File: src/hw/rtl/hcb_pkg.sv
// ---------------------------------------------------------------------------
// hcb_pkg
// Shared command and status types for the tree builder controller and
// datapath.
// ---------------------------------------------------------------------------
package hcb_pkg;

  typedef struct packed {
    logic load;        // store the input beat as a leaf
    logic scan_start;  // reset min trackers, start node scan
    logic scan_step;   // examine node at scan pointer
    logic merge;       // write merged node from min trackers
    logic walk_start;  // start code walk for current leaf
    logic walk_step;   // climb one level
    logic emit;        // capture result in output register
    logic next_leaf;   // advance leaf pointer
    logic clear_count; // drop leaf count after emission
  } hcb_cmd_t;

  typedef struct packed {
    logic scan_done;   // scan pointer reached merge slot
    logic build_done;  // merge slot is the root slot
    logic walk_done;   // current node has no parent
    logic leaf_done;   // current leaf is the last
    logic single;      // fewer than two leaves stored
  } hcb_sts_t;

endpackage

File: src/hw/rtl/huffman_code_builder_core.sv
// ---------------------------------------------------------------------------
// huffman_code_builder_core
// Loads leaf weights one per beat, builds the code tree and emits one code
// beat per leaf. The build then runs N-1 merges for N leaves, each after a
// serial scan over the node store up to the merge slot. Each leaf's code is
// then found by climbing to the root one level per cycle. Inputs are stalled
// from the final leaf until the last code beat is issued.
// ---------------------------------------------------------------------------
module huffman_code_builder_core import hcb_pkg::*; #(
  parameter int MAX_LEAVES  = 16,
  parameter int WEIGHT_BITS = 16
) (
  input  logic        clk,
  input  logic        rst_n,
  input  logic        in_valid,
  output logic        in_stall,
  input  logic [15:0] in_weight,
  input  logic        in_last_leaf,
  output logic        out_valid,
  input  logic        out_stall,
  output logic [3:0]  out_leaf_index,
  output logic [3:0]  out_code_length,
  output logic [14:0] out_code_bits,
  output logic        out_last_code
);

  hcb_cmd_t cmd;
  hcb_sts_t sts;

  hcb_ctrl u_ctrl (
    .clk, .rst_n, .in_valid, .in_stall, .in_last_leaf,
    .out_valid, .out_stall, .cmd, .sts
  );

  hcb_datapath #(.MAX_LEAVES(MAX_LEAVES), .WEIGHT_BITS(WEIGHT_BITS)) u_dp (
    .clk, .rst_n, .cmd, .sts, .in_weight,
    .res_leaf_index(out_leaf_index), .res_code_length(out_code_length),
    .res_code_bits(out_code_bits), .res_last_code(out_last_code)
  );

endmodule

File: src/hw/rtl/hcb_datapath.sv
// ---------------------------------------------------------------------------
// hcb_datapath
// Node store, sequential min-pair scan, merge write and leaf code walk.
// ---------------------------------------------------------------------------
module hcb_datapath import hcb_pkg::*; #(
  parameter int MAX_LEAVES  = 16,
  parameter int WEIGHT_BITS = 16
) (
  input  logic        clk,
  input  logic        rst_n,
  input  hcb_cmd_t    cmd,
  output hcb_sts_t    sts,
  input  logic [15:0] in_weight,
  output logic [3:0]  res_leaf_index,
  output logic [3:0]  res_code_length,
  output logic [14:0] res_code_bits,
  output logic        res_last_code
);

  localparam int SLOTS = 2 * MAX_LEAVES - 1;
  localparam int IW    = $clog2(SLOTS + 1);
  localparam int NW    = WEIGHT_BITS + $clog2(MAX_LEAVES);
  localparam int CW    = $clog2(MAX_LEAVES + 1);

  logic [NW-1:0]    weight_mem [SLOTS];
  logic [IW-1:0]    parent_mem [SLOTS];
  logic             is_left_mem [SLOTS];
  logic [SLOTS-1:0] has_parent_r;

  logic [CW-1:0] leaf_count_r;
  logic [IW-1:0] slot_r, ptr_r, leaf_r, node_r;
  logic [NW-1:0] min1_r, min2_r;
  logic [IW-1:0] lo_r, hi_r;
  logic          have1_r, have2_r;
  logic [4:0]    depth_r;
  logic [14:0]   code_r;

  logic [NW-1:0] scan_w;
  logic [IW-1:0] node_par;
  logic          node_left;
  logic [IW-1:0] leaf_count_x;

  assign scan_w       = weight_mem[ptr_r[$clog2(SLOTS)-1:0]];
  assign node_par     = parent_mem[node_r[$clog2(SLOTS)-1:0]];
  assign node_left    = is_left_mem[node_r[$clog2(SLOTS)-1:0]];
  assign leaf_count_x = IW'(leaf_count_r);

  // the root is the merge at slot 2N-2; compare one bit wider to avoid wrap
  assign sts.scan_done  = (ptr_r == slot_r);
  assign sts.build_done = (({1'b0, slot_r} + (IW+1)'(2)) >= {leaf_count_x, 1'b0});
  assign sts.walk_done  = !has_parent_r[node_r[$clog2(SLOTS)-1:0]];
  assign sts.leaf_done  = (leaf_r + IW'(1) == leaf_count_x);
  assign sts.single     = (leaf_count_r < CW'(2));

  // store leaves and merged nodes
  always_ff @(posedge clk) begin
    if (cmd.load && leaf_count_r < CW'(MAX_LEAVES))
      weight_mem[leaf_count_r[$clog2(SLOTS)-1:0]] <= NW'(in_weight[WEIGHT_BITS-1:0]);
    if (cmd.merge) begin
      weight_mem[slot_r[$clog2(SLOTS)-1:0]] <= min1_r + min2_r;
      parent_mem[lo_r[$clog2(SLOTS)-1:0]]   <= slot_r;
      parent_mem[hi_r[$clog2(SLOTS)-1:0]]   <= slot_r;
      is_left_mem[lo_r[$clog2(SLOTS)-1:0]]  <= 1'b1;
      is_left_mem[hi_r[$clog2(SLOTS)-1:0]]  <= 1'b0;
    end
  end

  // control registers: count, pointers, parent flags
  always_ff @(posedge clk) begin
    if (!rst_n) begin
      leaf_count_r <= '0;
      has_parent_r <= '0;
      slot_r       <= '0;
      ptr_r        <= '0;
      leaf_r       <= '0;
    end else begin
      if (cmd.load && leaf_count_r < CW'(MAX_LEAVES))
        leaf_count_r <= leaf_count_r + CW'(1);
      if (cmd.clear_count) begin
        leaf_count_r <= '0;
        has_parent_r <= '0;
        slot_r       <= '0;
        leaf_r       <= '0;
      end
      if (cmd.scan_start) begin
        ptr_r <= '0;
        if (slot_r == '0) slot_r <= leaf_count_x;
      end
      if (cmd.scan_step) ptr_r <= ptr_r + IW'(1);
      if (cmd.merge) begin
        has_parent_r[lo_r[$clog2(SLOTS)-1:0]] <= 1'b1;
        has_parent_r[hi_r[$clog2(SLOTS)-1:0]] <= 1'b1;
        slot_r <= slot_r + IW'(1);
      end
      if (cmd.next_leaf) leaf_r <= leaf_r + IW'(1);
    end
  end

  // track the two smallest free nodes, strict less-than
  always_ff @(posedge clk) begin
    if (cmd.scan_start) begin
      have1_r <= 1'b0;
      have2_r <= 1'b0;
    end else if (cmd.scan_step && !has_parent_r[ptr_r[$clog2(SLOTS)-1:0]]) begin
      if (!have1_r || scan_w < min1_r) begin
        min2_r  <= min1_r;
        hi_r    <= lo_r;
        have2_r <= have1_r;
        min1_r  <= scan_w;
        lo_r    <= ptr_r;
        have1_r <= 1'b1;
      end else if (!have2_r || scan_w < min2_r) begin
        min2_r  <= scan_w;
        hi_r    <= ptr_r;
        have2_r <= 1'b1;
      end
    end
  end

  // climb from leaf to root, one level per cycle
  always_ff @(posedge clk) begin
    if (cmd.walk_start) begin
      node_r  <= leaf_r;
      depth_r <= '0;
      code_r  <= '0;
    end else if (cmd.walk_step) begin
      if (!node_left && depth_r < 5'd15) code_r[depth_r[3:0]] <= 1'b1;
      depth_r <= depth_r + 5'd1;
      node_r  <= node_par;
    end
    if (cmd.emit) begin
      res_leaf_index  <= leaf_r[3:0];
      res_code_length <= depth_r[3:0];
      res_code_bits   <= code_r;
      res_last_code   <= sts.leaf_done;
    end
  end

endmodule

File: src/hw/rtl/hcb_ctrl.sv
// ---------------------------------------------------------------------------
// hcb_ctrl
// Sequencer for load, merge scans, code walks and result beats.
// ---------------------------------------------------------------------------
module hcb_ctrl import hcb_pkg::*; (
  input  logic     clk,
  input  logic     rst_n,
  input  logic     in_valid,
  output logic     in_stall,
  input  logic     in_last_leaf,
  output logic     out_valid,
  input  logic     out_stall,
  output hcb_cmd_t cmd,
  input  hcb_sts_t sts
);

  typedef enum logic [2:0] {
    S_LOAD, S_SCAN_START, S_SCAN, S_MERGE, S_WALK_START, S_WALK, S_EMIT
  } state_t;

  state_t state_r, state_nxt;
  logic   out_valid_r, out_valid_nxt;
  logic   take;

  assign in_stall  = (state_r != S_LOAD);
  assign out_valid = out_valid_r;
  assign take      = in_valid && !in_stall;

  always_comb begin
    cmd           = '0;
    state_nxt     = state_r;
    out_valid_nxt = out_valid_r && out_stall;
    case (state_r)
      S_LOAD: begin
        if (take) begin
          cmd.load = 1'b1;
          if (in_last_leaf) state_nxt = S_SCAN_START;
        end
      end
      S_SCAN_START: begin
        if (sts.single) state_nxt = S_WALK_START;
        else begin
          cmd.scan_start = 1'b1;
          state_nxt      = S_SCAN;
        end
      end
      S_SCAN: begin
        if (sts.scan_done) state_nxt = S_MERGE;
        else cmd.scan_step = 1'b1;
      end
      S_MERGE: begin
        cmd.merge = 1'b1;
        state_nxt = sts.build_done ? S_WALK_START : S_SCAN_START;
      end
      S_WALK_START: begin
        cmd.walk_start = 1'b1;
        state_nxt      = S_WALK;
      end
      S_WALK: begin
        if (sts.walk_done) state_nxt = S_EMIT;
        else cmd.walk_step = 1'b1;
      end
      S_EMIT: begin
        // wait until the output register is free
        if (!out_valid_r || !out_stall) begin
          cmd.emit      = 1'b1;
          out_valid_nxt = 1'b1;
          if (sts.leaf_done) begin
            cmd.clear_count = 1'b1;
            state_nxt       = S_LOAD;
          end else begin
            cmd.next_leaf = 1'b1;
            state_nxt     = S_WALK_START;
          end
        end
      end
      default: state_nxt = S_LOAD;
    endcase
  end

  // hold state and output valid
  always_ff @(posedge clk) begin
    if (!rst_n) begin
      state_r     <= S_LOAD;
      out_valid_r <= 1'b0;
    end else begin
      state_r     <= state_nxt;
      out_valid_r <= out_valid_nxt;
    end
  end

endmodule

File: config.mk
export PLATFORM = sky130hd
export DESIGN_NAME = huffman_code_builder_core
export DESIGN_NICKNAME = d
export VERILOG_FILES = /design/src/hw/rtl/hcb_pkg.sv /design/src/hw/rtl/huffman_code_builder_core.sv /design/src/hw/rtl/hcb_datapath.sv /design/src/hw/rtl/hcb_ctrl.sv
export SDC_FILE = /design/constraint.sdc
export NUM_CORES = 1
export LEC_CHECK = 0
export BUFFER_PORTS_ARGS = -buffer_cell sky130_fd_sc_hd__buf_2
export CORE_MARGIN = 4
export CORE_UTILIZATION = 29
export CTS_CLUSTER_DIAMETER = 80
export DETAILED_ROUTE_END_ITERATION = 12
export SKIP_LAST_GASP = 1
export SLEW_MARGIN = 20
export SYNTH_ARGS = -nofsm -noshare
export SYNTH_HDL_FRONTEND = slang
export SYNTH_HIERARCHICAL = 1
export SYNTH_SLANG_ARGS = --single-unit
File: constraint.sdc
create_clock -name clk -period 6 [get_ports clk]
set_input_delay 0 -clock clk [delete_from_list [all_inputs] [get_ports clk]]
set_output_delay 0 -clock clk [all_outputs]
set_load 0.005 [all_outputs]
# Word level (Yosys, flattened, before mapping)
# Memories as Yosys holds them, arrays and structs flattened. A register that Yosys moved wholly into a read port is not among the register bits.
# Index checks and enable logic that the tools add are counted.
[totals]
register_bits = 156
ramBits = 806
in_bits = 21
out_inout_bits = 26
elab_cells = 160
memories = 3
[mem_list]
columns = ["name", "words", "word_bits", "rd", "rd_ports_with_merged_regs", "write_ports", "line_no", "source"]
rows = [
  ["u_dp.weight_mem", 31, 20, 1, 1, 1, "hcb_datapath.sv:25", "logic [NW-1:0] weight_mem [SLOTS];"],
  ["u_dp.parent_mem", 31, 5, 1, 1, 2, "hcb_datapath.sv:26", "logic [IW-1:0] parent_mem [SLOTS];"],
  ["u_dp.is_left_mem", 31, 1, 1, 1, 2, "hcb_datapath.sv:27", "logic is_left_mem [SLOTS];"],
]
[classes]
add_sub_neg = 7
magnitude_cmp = 14
eq_ne = 13
mux = 65
bitwise_logic = 5
reduce_logical = 33
[ops]
columns = ["op", "count"]
rows = [
  ["$mux 31", 3],
  ["$mux 5", 17],
  ["$or 31x31->31", 2],
  ["$mux 20", 3],
  ["$lt 20x20->1", 2],
  ["$mux 3", 10],
  ["$mux 1", 26],
  ["$add 5x1->5 const B", 5],
  ["$lt 5x6->1 const B", 4],
  ["$pmux 3 s7", 1],
  ["$add 20x20->20", 1],
  ["$reduce_or 20->1", 1],
  ["$or 15x15->15", 1],
  ["$bmux 1 s5", 2],
  ["$demux 1 s5", 2],
  ["$eq 5x5->1", 2],
  ["$ge 5x1->1 const B", 2],
  ["$eq 3x3->1 const B", 3],
  ["$logic_and 1x1->1", 8],
  ["$reduce_bool 2->1", 4],
  ["$logic_not 1->1", 7],
  ["$add 5x2->6 const B", 1],
  ["$eq 3x2->1 const B", 2],
  ["$ge 6x6->1", 1],
  ["18 further kinds", 27],
]

# Logic depth before layout (Yosys ltp)
[depth]
depth_word = 10
depth_mapped = 17

# Modules after synthesis
# Netlist, hierarchy kept.
[modules_own_cells]
columns = ["mod", "instances", "cells_per_inst", "area_each_um2"]
rows = [
  ["hcb_datapath", 1, 3785, 46907.5],
  ["hcb_ctrl", 1, 46, 345.3],
]

# Worst setup path after synthesis
# OpenSTA, ideal clock, no wires.
[synth_path]
kind = "reg-to-reg"
start = "reg (tool-made name)"
end = "reg u_dp.hi_r[0] (enable)"
setup_ns = 0.422
t_arrival_ns = 4.997
required_ns = 5.578
path_slack_ns = 0.581
stages_incl_launch_ff = 16
path_buffers = 4
synth_period_minus_slack_ns = 5.419
cell_sequence = "dfxtp_1 buf_2 clkbuf_1 clkbuf_1 mux4_2 mux4_2 mux2_2 ha_1 a211o_1 o211ai_1 a221o_1 a31oi_1 a221oi_1 a21bo_2 buf_2 a31oi_1"
[synth_lines]
columns = ["item", "line_no", "source"]
rows = [
  ["to (signal assigned)", "hcb_datapath.sv:107", "hi_r <= lo_r;"],
  ["to (signal assigned)", "hcb_datapath.sv:114", "hi_r <= ptr_r;"],
  ["to (decl)", "hcb_datapath.sv:33", "logic [IW-1:0] lo_r, hi_r;"],
]

==> summary.txt <==
Initial Util -> 29.3%
Clock Pin Slew Worst Setup and Hold Paths -> 0.07 ns
Achievable Freq -> 0.184 GHz
PostCTS Resize Cnt -> 0
CTS root buf -> clkbuf_16
clk buf depth -> 3
All-Layer GR Usage -> 16.3%
CP startpoint kind -> register
RSZ-0062 raised after global routing -> no
Lkg Pwr -> 18.5 nW
DRC -> 0
worst min path class -> in -> reg
Setup Crit Path Kind -> reg -> reg
area grow syn2layout -> 13.5%
synth cell count leaders -> edfxtp_1, nand2_1, o21ai_0, clkbuf_1, nor2_1
endpoints failing hold -> 0
asr flop ratio synth -> 0%
Post-CTS Setup Bufs -> 0
Synth area leader -> edfxtp_1
setup total negative slack -> 0 ns
die height -> 412 um
worst vdd ir -> 0.217 mV
share of cells above drive strength 1 -> 18.5%
DP HPWL -> 86600 um
CTS Sinks -> 972
Routed WL -> 140000 um
grt met3 use -> 3.50%
WP data arrival -> 5.90 ns
die width -> 412 um
Diodes inserted -> 0
Synth warnings -> 6
Final ANT Viol Nets -> 0
global-route wire length before repair -> 207000 um
initial DRC count -> 3416
DR WL/cell -> 23.3 um
row cnt -> 147
status -> finished clean
Yosys reg bits -> 972
Power Dens Cells -> 284 nW/um2
MaxCap Viol Count -> 0
Tcrit/Tclk final -> 90.5%
Area contributors post-synth -> edfxtp_1, mux4_2, o21ai_0
worst skew pair latency -> 0.72 ns
Tmin final -> 5.43 ns
Synth cell types -> 67
required time of the critical path -> 6.47 ns
Rel. slew slack -> 22.2%
# IOs -> 47
fin nets -> 3880
H-tree depth -> 3
cells after synthesis -> 3831
via count -> 31.4k
GR peak layer -> met2
met1 usage -> 21.8%
Cell Area, Synth -> 47300 um2
crit path max fanout -> 33
port bufs -> 46
Pre-antenna DRT Iters -> 6
met2 GRT Util -> 26.3%
area of the core -> 161000 um2
register area share after synthesis -> 59.3%
most numerous cell in the Yosys netlist -> edfxtp_1
Avg Vias per Cell -> 5.22
total gr overflow -> 0
Slew Viols, Final -> 0
clk_skew -> 0.0504 ns
power consumption -> 0.0153 W
Reg area -> 28000 um2
area of the multi-input gates -> 17600 um2
worst-margin pin slew -> 1.16 ns
vias in the first global route -> 30.6k
Syn Nets -> 3930
gpl congestion -> 0.915
pin count of the biggest net entering global routing -> 63
Synth Flop Type -> edfxtp_1
CP Capture Type -> register
die area -> 169000 um2
antenna violations before repair -> 1
TritonCTS Buffers -> 99
total of fill cells in the finished design -> 15.8k
Yosys top cell area share -> 54.3%
Final setup viols -> 0
number of synthesized flops with an enable pin -> 854
CTS tree -> done
syn_area_per_cell -> 12.3 um2
## registers in the layout, summed over array words and instances (netlist names), named ones only
| register | flops |
|---|---|
| u_ctrl/state_r | 3 |
| u_dp/leaf_count_r | 5 |
| u_dp/ptr_r | 5 |
| u_dp/leaf_r | 5 |
| u_dp/res_leaf_index | 4 |
| u_dp/parent_mem | 155 |
| u_dp/node_r | 5 |
| u_dp/slot_r | 5 |
| u_dp/has_parent_r | 31 |
| u_dp/have1_r | 1 |
| u_dp/code_r | 15 |
| u_dp/res_last_code | 1 |
| u_dp/res_code_bits | 15 |
| u_dp/have2_r | 1 |
| u_dp/is_left_mem | 31 |
| u_ctrl/out_valid | 1 |
| u_dp/hi_r | 5 |
| u_dp/min1_r | 20 |
| u_dp/depth_r | 5 |
| u_dp/weight_mem | 620 |
| u_dp/min2_r | 20 |
| u_dp/res_code_length | 4 |
| u_dp/lo_r | 5 |
## final timing paths
| kind | end | from | cells after the start | slack, ns |
|---|---|---|---|---|
| setup / recovery | u_dp/min2_r[5]$_DFFE_PP_ | register | 13 | 0.57 |
| hold / removal | u_dp/weight_mem[26][14]$_DFFE_PP_ | in_weight[14] | 3 | 0.08 |
| setup reg to reg | u_dp/min2_r[5]$_DFFE_PP_ | register | 13 | 0.57 |
| hold reg to reg | u_dp/res_code_bits[9]$_DFFE_PP_ | u_dp/code_r[9]$_SDFFE_PP0P_ | 0 | 0.43 |
## layout by cell type, fill, tap and decap left out, types with 90 or more instances in the layout
cell,netlist,layout
inv_1,90,90
o21ai_0,524,513
mux4_2,248,248
dfxtp_1,118,110
clkbuf_16,0,102
buf_4,4,147
nor2_1,300,298
a21oi_1,100,100
nand2_1,600,599
edfxtp_1,854,854
## metal layers
layer  part of all wire [%]  up-vias
met1                     41    15700
met5                 0.0093        -
met4                    3.4        2
li1                       -    14100
met3                    8.4      273
met2                     47     1440
## kinds of logic (layout without fill, tap and decap cells)
| family | Yosys count | count (layout) | synth area share, % |
|---|---|---|---|
| compound gates | 799 | 799 | 9.60 |
| xor+xnor | 37 | 37 | 0.686 |
| fa+ha+maj | 78 | 78 | 2.08 |
| buf+inv | 463 | 497 | 3.95 |
| flops | 972 | 972 | 59.3 |
| mux | 370 | 370 | 14.6 |
| simple gates | 1112 | 1112 | 9.85 |
## what timing repair did
item	CTS	global route
endpoints found under the hold margin	438	0
hold buffers	20	0
endpoints found under the setup margin	0	0
## cell type report
cell class | instances | area share [%]
inverters | 92 | 0.648
flip-flops and latches | 972 | 52.2
well taps | 2160 | 5.04
repair buffers | 220 | 3.12
clock buffers | 129 | 5.04
clock inverters | 56 | 1.07
multi-input cells | 2396 | 32.8
## power by group
| part | switching (W) | leakage [nW] | internal (W) | total, W |
|---|---|---|---|---|
| clock | 0.00274 | 1.61 | 0.00354 | 0.00628 |
| sequential | 0.000193 | 8.77 | 0.00753 | 0.00772 |
| combinational | 0.000679 | 8.13 | 0.000575 | 0.00125 |
## worst max-delay path, cell delays in order, from the launching register on
cell and delay, ns:
dfxtp_4 0.82, buf_12 0.28, mux4_2 0.52, mux4_2 0.55, mux2_2 0.35, ha_1 0.29
nand2_1 0.07, or2_2 0.34, nor4_1 0.38, and3_1 0.26, a221oi_1 0.10, a21bo_2 0.60
buf_4 0.24, mux2_2 0.33
## stage by stage
stage / cell area, um2 / utilization (%) / cells / hold slack (ns) / setup slack [ns]
finish: 53600 / 33.3 / 6025 / 0.0768 / 0.571
global placement: 50200 / 31.1 / 5820 / 0.308 / 0.631
CTS: 53600 / 33.3 / 6025 / 0.0220 / 0.578
detailed placement: 50200 / 31.1 / 5820 / 0.308 / 0.588
global route: 53600 / 33.3 / 6025 / 0.0750 / 0.345
floorplan: 47300 / - / 3831 / 0.116 / 0.581
Power figures use the tool's default switching activity.
